--- config.mk ---
export PLATFORM = sky130hd
export DESIGN_NAME = telecontrol_object_unpacker
export DESIGN_NICKNAME = d
export VERILOG_FILES = /design/src/hdl/tcou_pkg.sv /design/src/hdl/tcou_step.sv /design/src/hdl/telecontrol_object_unpacker.sv
export SDC_FILE = /design/constraint.sdc
export NUM_CORES = 1
export LEC_CHECK = 0
export BUFFER_PORTS_ARGS = -buffer_cell sky130_fd_sc_hd__buf_2
export CAP_MARGIN = 20
export CORE_ASPECT_RATIO = 0.9
export CORE_UTILIZATION = 55
export CTS_CLUSTER_DIAMETER = 60
export DETAILED_ROUTE_END_ITERATION = 16
export PLACE_DENSITY = 0.85
export SLEW_MARGIN = 20
export SYNTH_ARGS = -nofsm -noshare
export SYNTH_HDL_FRONTEND = slang
export SYNTH_SLANG_ARGS = --single-unit
--- constraint.sdc ---
create_clock -name i_clk -period 5 [get_ports i_clk]
set_clock_uncertainty 0.05 [all_clocks]
set_input_delay 1 -clock i_clk [delete_from_list [all_inputs] [get_ports i_clk]]
set_output_delay 1 -clock i_clk [all_outputs]
set_load 0.005 [all_outputs]
--- src/hdl/tcou_pkg.sv ---
// Package for the telecontrol object unpacker: transaction types, parse state
// and the message-kind and command codes. No dependencies.
package tcou_pkg;

    // command field
    localparam logic CMD_START = 1'b0;
    localparam logic CMD_DATA  = 1'b1;

    // message kinds carried on a start transaction
    localparam logic [1:0] KIND_BITS        = 2'd0;
    localparam logic [1:0] KIND_FLOAT       = 2'd1;
    localparam logic [1:0] KIND_INTERROGATE = 2'd2;
    localparam logic [1:0] KIND_UNSUPPORTED = 2'd3;

    // bytes per address and per value
    localparam logic [2:0] ADDR_BYTES  = 3'd3;
    localparam logic [2:0] VALUE_BYTES = 3'd4;

    typedef struct packed {
        logic       command;
        logic [1:0] message_kind;
        logic [6:0] object_count;
        logic       own_address_each;
        logic [7:0] data_byte;
    } t_in_item;

    typedef struct packed {
        logic [23:0] object_address;
        logic [31:0] value_bits;
        logic [7:0]  quality;
        logic        value_is_float;
    } t_out_item;

    typedef struct packed {
        logic [23:0] cur_addr;
        logic [31:0] value_gather;
        logic [2:0]  byte_pos;
        logic [6:0]  objects_done;
        logic [6:0]  objects_total;
        logic [1:0]  kind_held;
        logic        addr_mode;
        logic        addr_phase;
        logic        running;
    } t_parse_state;

endpackage

--- src/hdl/tcou_step.sv ---
// Next-state and result logic for one transaction of the object unpacker.
// Purely combinational; depends on tcou_pkg.
module tcou_step import tcou_pkg::*; (
    input  t_parse_state i_state,
    input  t_in_item     i_item,
    output t_parse_state o_state,
    output logic         o_emit,
    output t_out_item    o_result
);

    logic        finish;
    logic [2:0]  pos_inc;
    logic [6:0]  done_inc;
    logic [31:0] byte_ext;
    logic [4:0]  byte_shift;

    assign pos_inc    = i_state.byte_pos + 3'd1;
    assign done_inc   = i_state.objects_done + 7'd1;
    assign byte_ext   = {24'd0, i_item.data_byte};
    assign byte_shift = {i_state.byte_pos[1:0], 3'b000};

    always_comb begin
        o_state  = i_state;
        o_emit   = 1'b0;
        finish   = 1'b0;
        o_result = '{object_address: i_state.cur_addr,
                     value_bits:     i_state.value_gather,
                     quality:        i_item.data_byte,
                     value_is_float: (i_state.kind_held == KIND_FLOAT)};

        if (i_item.command == CMD_START) begin
            o_state.kind_held     = i_item.message_kind;
            o_state.objects_total = i_item.object_count;
            o_state.objects_done  = 7'd0;
            o_state.addr_mode     = i_item.own_address_each;
            o_state.addr_phase    = 1'b1;
            o_state.byte_pos      = 3'd0;
            o_state.cur_addr      = 24'd0;
            o_state.value_gather  = 32'd0;
            o_state.running       = (i_item.object_count != 7'd0) &&
                                    (i_item.message_kind != KIND_UNSUPPORTED);
        end else if (i_state.running) begin
            if (i_state.addr_phase) begin
                // little-endian address; first byte clears the old address
                case (i_state.byte_pos[1:0])
                    2'd0:    o_state.cur_addr = {16'd0, i_item.data_byte};
                    2'd1:    o_state.cur_addr = i_state.cur_addr |
                                                {8'd0, i_item.data_byte, 8'd0};
                    2'd2:    o_state.cur_addr = i_state.cur_addr |
                                                {i_item.data_byte, 16'd0};
                    default: o_state.cur_addr = i_state.cur_addr;
                endcase
                o_state.byte_pos = pos_inc;
                if (pos_inc >= ADDR_BYTES) begin
                    o_state.byte_pos     = 3'd0;
                    o_state.addr_phase   = 1'b0;
                    o_state.value_gather = 32'd0;
                end
            end else if (i_state.kind_held == KIND_INTERROGATE) begin
                finish = 1'b1;   // group byte, nothing emitted
            end else if (i_state.kind_held != KIND_BITS &&
                         i_state.kind_held != KIND_FLOAT) begin
                o_state.running = 1'b0;
            end else if (i_state.byte_pos < VALUE_BYTES) begin
                o_state.value_gather = i_state.value_gather | (byte_ext << byte_shift);
                o_state.byte_pos     = pos_inc;
            end else begin
                o_emit = 1'b1;   // quality byte closes the object
                finish = 1'b1;
            end
        end

        if (finish) begin
            o_state.objects_done = done_inc;
            o_state.byte_pos     = 3'd0;
            o_state.value_gather = 32'd0;
            if (done_inc >= i_state.objects_total) begin
                o_state.running = 1'b0;
            end else if (i_state.addr_mode) begin
                o_state.addr_phase = 1'b1;
            end else begin
                o_state.cur_addr   = i_state.cur_addr + 24'd1;
                o_state.addr_phase = 1'b0;
            end
        end
    end

endmodule

--- src/hdl/telecontrol_object_unpacker.sv ---
// Path: the data transaction that closes an object is held in the input register,
// and its result is then loaded into the result register and leaves from there.
// Throughput: one transaction per cycle while the result stage is not stalled; the state update is the limit.
// Reset: synchronous, active low; parser stopped, both stages empty.
// Top level of the telecontrol object unpacker; depends on tcou_pkg, tcou_step.
module telecontrol_object_unpacker import tcou_pkg::*; (
    input  logic      i_clk,
    input  logic      i_rst_n,
    // input channel
    input  logic      i_in_valid,
    output logic      o_in_stall,
    input  t_in_item  i_in_item,
    // result channel
    output logic      o_out_valid,
    input  logic      i_out_stall,
    output t_out_item o_out_item
);

    localparam t_parse_state STATE_RESET = '{
        cur_addr:      24'd0,
        value_gather:  32'd0,
        byte_pos:      3'd0,
        objects_done:  7'd0,
        objects_total: 7'd0,
        kind_held:     KIND_UNSUPPORTED,
        addr_mode:     1'b0,
        addr_phase:    1'b1,
        running:       1'b0
    };

    // input register
    logic         r_in_valid;
    t_in_item     r_in_item;
    // parse state
    t_parse_state r_state;
    t_parse_state n_state;
    // result register
    logic         r_out_valid;
    t_out_item    r_out_item;
    logic         n_emit;
    t_out_item    n_result;

    logic advance;      // the held transaction is processed this cycle
    logic in_accept;

    // The result register is free when empty or being drained this cycle.
    assign advance    = !r_out_valid || !i_out_stall;
    // Back-pressure only while a held transaction cannot move on.
    assign o_in_stall = r_in_valid && !advance;
    assign in_accept  = i_in_valid && !o_in_stall;

    tcou_step u_step (
        .i_state  (r_state),
        .i_item   (r_in_item),
        .o_state  (n_state),
        .o_emit   (n_emit),
        .o_result (n_result)
    );

    // Input stage: refills whenever it empties or its transaction moves on.
    always_ff @(posedge i_clk) begin
        if (!i_rst_n) begin
            r_in_valid <= 1'b0;
        end else if (!r_in_valid || advance) begin
            r_in_valid <= i_in_valid;
        end
    end

    always_ff @(posedge i_clk) begin
        if (in_accept) begin
            r_in_item <= i_in_item;
        end
    end

    // Parse state moves once per processed transaction.
    always_ff @(posedge i_clk) begin
        if (!i_rst_n) begin
            r_state <= STATE_RESET;
        end else if (r_in_valid && advance) begin
            r_state <= n_state;
        end
    end

    // Result stage: holds while stalled, otherwise loads what the step emits.
    always_ff @(posedge i_clk) begin
        if (!i_rst_n) begin
            r_out_valid <= 1'b0;
        end else if (advance) begin
            r_out_valid <= r_in_valid && n_emit;
        end
    end

    always_ff @(posedge i_clk) begin
        if (advance && r_in_valid && n_emit) begin
            r_out_item <= n_result;
        end
    end

    assign o_out_valid = r_out_valid;
    assign o_out_item  = r_out_item;

endmodule

# After elaboration in Yosys (flattened, before gate mapping)
# Cells that the tools add are included.
word_totals:
  in_bits: 23
  wordCells: 98
  register_bits: 164
  output_inout_bits: 67
op_classes:
  mux: 34
  n_reduce_logical: 21
  magnitude_cmp: 3
  n_shift: 1
  eq_ne: 12
  n_addsub: 3
  bitwise_logic: 4
op_table:
  columns: ["operator", "count"]
  rows:
  - ["$mux W35", 5]
  - ["$mux W59", 2]
  - ["$mux W24", 3]
  - ["$pmux W24 S3", 1]
  - ["$mux W66", 1]
  - ["$or A32 B32 Y32", 1]
  - ["$shl A8 B5 Y32", 1]
  - ["$add A24 B1 Y24 const B", 1]
  - ["$or A24 B16 Y24", 1]
  - ["$or A24 B24 Y24", 1]
  - ["$mux W1", 18]
  - ["$mux W17", 1]
  - ["$ne A4 B3 Y1 const B", 2]
  - ["$add A7 B1 Y7 const B", 1]
  - ["$ge A7 B7 Y1", 1]
  - ["$logic_and A1 B1 Y1", 7]
  - ["$reduce_bool A7 Y1", 1]
  - ["$mux W2", 3]
  - ["$reduce_and A6 Y1", 1]
  - ["$logic_not A1 Y1", 5]
  - ["$reduce_and A5 Y1", 1]
  - ["$eq A2 B1 Y1 const B", 2]
  - ["$eq A2 B2 Y1 const B", 2]
  - ["$ne A2 B1 Y1 const B", 2]
  - ["other kinds (12)", 14]

# Longest topological paths before layout
depth:
  depth_word: 11
  mapped_depth: 12
  depth_no_buf: 11

# Modules after synthesis
# From an unflattened synthesis, not the netlist that was laid out.
unflattened:
  cells_unflattened: 822
  hier_area_um2: 8313.0
by_module_without_submodules:
  columns: ["module", "n_inst", "cells_per_inst", "area_per_inst_um2", "seq_area_each_um2"]
  rows:
  - ["telecontrol_object_unpacker", 1, 433, 5731.7, 4124.0]
  - ["tcou_step", 1, 389, 2581.2, 0.0]

# Least setup slack after synthesis
# Ideal clock, no wire load.
synth_path:
  path_type: "input to register"
  start: "input i_out_stall"
  end: "register r_out_item, in the netlist o_out_item[0] (enable)"
  stages: 6
  required_time_ns: 4.531
  path_slack_ns: 1.337
  arrival_ns: 3.194
  setup_time_ns: 0.419
  n_path_buf: 2
  path_cell_list: "nand2_1 and2_1 clkbuf_1 buf_1 nand3_1 inv_1"
synth_between:
  elab_chain_len: 4
synth_rtl:
  columns: ["item", "line_no", "rtl"]
  rows:
  - ["from (decl)", "telecontrol_object_unpacker.sv:15", "input logic i_out_stall,"]
  - ["$logic_not A1 Y1", "telecontrol_object_unpacker.sv:47", "assign advance = !r_out_valid || !i_out_stall;"]
  - ["$logic_or A1 B1 Y1", "telecontrol_object_unpacker.sv:47", null]
  - ["$logic_and A1 B1 Y1 (2 in series)", "telecontrol_object_unpacker.sv:94", "if (advance && r_in_valid && n_emit) begin"]
  - ["to (signal assigned)", "telecontrol_object_unpacker.sv:95", "r_out_item <= n_result;"]
  - ["to (decl)", "telecontrol_object_unpacker.sv:39", "t_out_item r_out_item;"]
# No other way between the ends.
# A chain may end at the register's enable or synchronous reset.

# Worst setup path after layout
layout_path:
  start: "register r_state[12] in the netlist's numbering"
  end: "register r_state[68] in the netlist's numbering"
layout_between:
  elab_chain_len: 4
layout_rtl:
  columns: ["item", "line_no", "rtl"]
  rows:
  - ["from (decl)", "telecontrol_object_unpacker.sv:35", "t_parse_state r_state;"]
  - ["from (signal assigned)", "telecontrol_object_unpacker.sv:80", "r_state <= n_state;"]
  - ["$add A7 B1 Y7", "tcou_step.sv:18", "assign done_inc = i_state.objects_done + 7'd1;"]
  - ["$ge A7 B7 Y1", "tcou_step.sv:77", "if (done_inc >= i_state.objects_total) begin"]
  - ["$mux W24", "tcou_step.sv:77", null]
  - ["$mux W66", "tcou_step.sv:73", "if (finish) begin"]
# No other way between the ends.

==> summary.log <==
qor: outcome.status complete, no violations
qor: worst_setup_path.r2r_start r_state[12]$_SDFFE_PN0P_
qor: synth.ys_types 67
qor: synth.syn_area_per_cell 11.13 um2
qor: detailed_routing.drt.antenna.violating_nets 0
qor: die.core_area 0.01203 mm2
qor: cts.clk-insertion-delay-late 0.43 ns
qor: sta.max_clock_freq 0.2938 GHz
qor: worst_setup_path.timing.rr.end r_state[68]$_SDFFE_PN0P_
qor: finish.layout.cells.non_filler 858
qor: finish.n_antenna_cell 0
qor: sta.rsz0062_at_grt false
qor: detailed_routing.drt_drc_violations_left 0
qor: die.die_height 107.2 um
qor: min_path.min_delay_worst_endpoint o_out_item[36]$_DFFE_PP_
qor: detailed_routing.totalWireLength 15.49 mm
qor: die.start_util 56.18%
qor: global_routing.antenna_found_initial 0
qor: run.cap_violations 0
qor: finish.final_layout_size_suffix_gt1_share 20.77%
qor: worst_setup_path.cp-end-kind register
qor: cts.cts_inserted_buffers 17
qor: placement.final_weighted_congestion_in_routability_driven_placement 0.9246
qor: sta.totalNegativeSetupSlack 0 ns
qor: cts.cts.clk_slew.worst_paths 0.07 ns
qor: worst_setup_path.reg2reg_slack 1.60 ns
qor: cts.cts_hold_buf 0
qor: min_path.hold_wc_path_type reg -> reg
qor: die.die_width 118.8 um
qor: min_path.hold_path_depth 0
qor: cts.htree_num_levels 4
qor: synth.yosysSeqAreaShare 61.03%
qor: synth.async_reset_ff_share 0%
qor: cts.clock-root-buffer clkbuf_16
qor: detailed_routing.dr.pass1.iters 5
qor: synth.postSynthRegisterBits 164
qor: placement.io_buffer_count 89
qor: die.fp.dieArea 0.01273 mm2
qor: sta.finalSetupViolCount 0
qor: synth.synth.net_count 643
qor: pwr.power_leakage 2.967 nW
qor: global_routing.grtUsageTotal 25.61%
qor: cts.tritoncts yes
qor: global_routing.grt_pass1_wl 24.95 mm
qor: worst_setup_path.worst-path-max-fanout 21
qor: global_routing.globalRoute.totalOverflow 0
qor: worst_setup_path.cp.required 5.25 ns
qor: sta.layout_worst_path_cycle_share 68.06%
qor: cts.cts_buffer_depth 2
qor: cts.sink_count 164
qor: detailed_routing.detailedRoute.firstIterationViolations 542
qor: sta.finalHoldWorstSlack 0.3834 ns
qor: worst_setup_path.reg2reg_depth 10
qor: cts.post-cts-setup-buffer-count 0
qor: synth.yosysWarningCount 0
qor: synth.synth_edf_count 84
qor: detailed_routing.wl_per_cell 18.05 um
qor: sta.timing_worst_slew_pin_value 1.245 ns
qor: cts.count_of_instances_resized_after_the_clock_tree_is_built 0
qor: worst_setup_path.arrival 3.66 ns
qor: detailed_routing.detailroute.via_count 5344
qor: sta.min_period 3.403 ns
qor: synth.syn_area 0.006758 mm2
qor: global_routing.number_of_global_route_vias_before_repair 5006
qor: finish.fill_cells 859
qor: die.design.portCount 90
qor: finish.fin_util 65.60%
qor: finish.area_delta_synth_final 16.77%
qor: sta.slew_headroom 16.26%
qor: die.rows 38
qor: min_path.hold_path.startpoint r_state[49]$_SDFFE_PN0P_
qor: sta.final_max_slew_viol_count 0
qor: worst_setup_path.critPathKind reg -> reg
qor: sta.hold_violations 0
qor: worst_setup_path.worst_setup_path_start_kind register
qor: pwr.worst_ir_drop_vdd 0.2529 mV
qor: synth.synth_cells 607
qor: detailed_routing.detail_route.vias_per_cell 6.228
qor: pwr.power-per-cell-area 364.2 mW/mm2
qor: global_routing.grt_start_max_net_pins 66
qor: placement.place.detailed.instances 825
qor: placement.hpwlAfterDp 9.692 mm
qor: finish.nNetsFinal 721
qor: synth.ys.flop_type edfxtp_1
## how the worst max path moves through the flow
stage,end,startpoint
5_1_grt,r_state[68]$_SDFFE_PN0P_,r_state[12]$_SDFFE_PN0P_
3_5_place_dp,r_state[45]$_SDFFE_PN0P_,i_rst_n
3_3_place_gp,r_state[50]$_SDFFE_PN0P_,i_rst_n
6_report,r_state[68]$_SDFFE_PN0P_,r_state[12]$_SDFFE_PN0P_
4_1_cts,r_state[68]$_SDFFE_PN0P_,r_state[12]$_SDFFE_PN0P_
2_1_floorplan,o_out_item[0]$_DFFE_PP_,i_out_stall
## per-stage QoR
stage / power, mW / instance area [um2] / worst slack, ns
floorplan: 1.560 / 6758 / 1.337
global placement: 1.599 / 7276 / 1.793
detailed placement: 1.604 / 7276 / 1.675
CTS: 2.871 / 7876 / 1.661
global route: 2.951 / 7891 / 1.338
finish: 2.874 / 7891 / 1.597
## worst max-delay path, cell delays in order, from the launching register on
cell and delay (ns):
dfxtp_1 0.42, ha_1 0.28, nand3_1 0.16, nor2_1 0.16
xor2_1 0.21, ha_1 0.31, and3_4 0.21, a221oi_4 0.34
o211ai_2 0.45, o41ai_1 0.54, a211oi_1 0.13
## per-layer routing
layer | up-vias | global-route usage [%] | part of all wire (%)
met5 | - | 0 | 0
met1 | 2514 | 33.19 | 41
met3 | 69 | 5.585 | 8.5
li1 | 2465 | - | -
met2 | 296 | 39.72 | 46
met4 | 0 | 15.19 | 4.3
## cell families (layout without fill, tap and decap cells)
| family | Yosys count | after routing | share of synthesized area, % |
|---|---|---|---|
| buf+inv | 51 | 142 | 3.333 |
| fa+ha+maj | 13 | 13 | 2.407 |
| flops | 164 | 164 | 61.03 |
| simple gates | 185 | 185 | 13.98 |
| mux | 1 | 1 | 0.1481 |
| xor+xnor | 6 | 6 | 0.7776 |
| compound gates | 187 | 187 | 18.33 |
## cells in the mapped netlist, drive strengths merged, types with 6 or more instances
master | number | share of area, %
a211oi | 6 | 0.74
o21ai | 31 | 2.3
nand2 | 38 | 2.1
nand3 | 19 | 1.5
a31oi | 50 | 4.6
buf | 16 | 1.4
a21o | 10 | 1.1
nor3 | 18 | 1.5
clkbuf | 20 | 1.1
and3 | 6 | 0.63
nor4 | 10 | 1.2
edfxtp | 84 | 37
nand4 | 7 | 0.65
dfxtp | 80 | 24
ha | 13 | 2.4
a21oi | 44 | 3.3
nor2 | 58 | 3.2
inv | 15 | 0.83
## power breakdown
group | internal (mW) | switching (mW)
logic | 0.0375 | 0.0684
registers | 1.43 | 0.0432
clock network | 0.698 | 0.595
total | 2.17 | 0.707
## registers in the layout, summed over array words and instances, names as in the netlist
| register | cells |
|---|---|
| r_in_item | 19 |
| o_out_item | 65 |
| o_out_valid | 1 |
| r_state | 78 |
| r_in_valid | 1 |
## placed cells by master, fill, tap and decap left out, types with 3 or more instances in the layout
cell type   n
inv_8       3
buf_2      89
edfxtp_1   84
nand4_1     7
a41oi_1     4
a31oi_1    50
or3_1       3
clkbuf_16  18
a311oi_1    3
nand3_1    18
o21a_1      4
nor3_1     17
a22o_1      3
and2_1      4
a21oi_1    43
o21ai_0    31
a211oi_1    5
nor4_1      8
inv_1      13
a21o_1     10
nand2b_1    5
buf_4       5
ha_1       13
nor2b_1     3
o221a_2     3
clkinv_8    3
dfxtp_1    80
nand2_1    37
inv_6       6
nor2_1     58
and3_1      5
xor2_1      4
a22oi_1     4
## layout make-up
type / count / area, um2 / area share [%]
Timing Repair Buffer: 95 / 498.0 / 6.310
Inverter: 15 / 56.30 / 0.7135
Tap cell: 160 / 200.2 / 2.537
Sequential cell: 164 / 4124 / 52.26
Multi-Input combinational cell: 392 / 2412 / 30.57
Clock buffer: 18 / 450.4 / 5.708
Clock inverter: 14 / 150.1 / 1.903
Note: power is estimated with default switching activity, not from simulation.
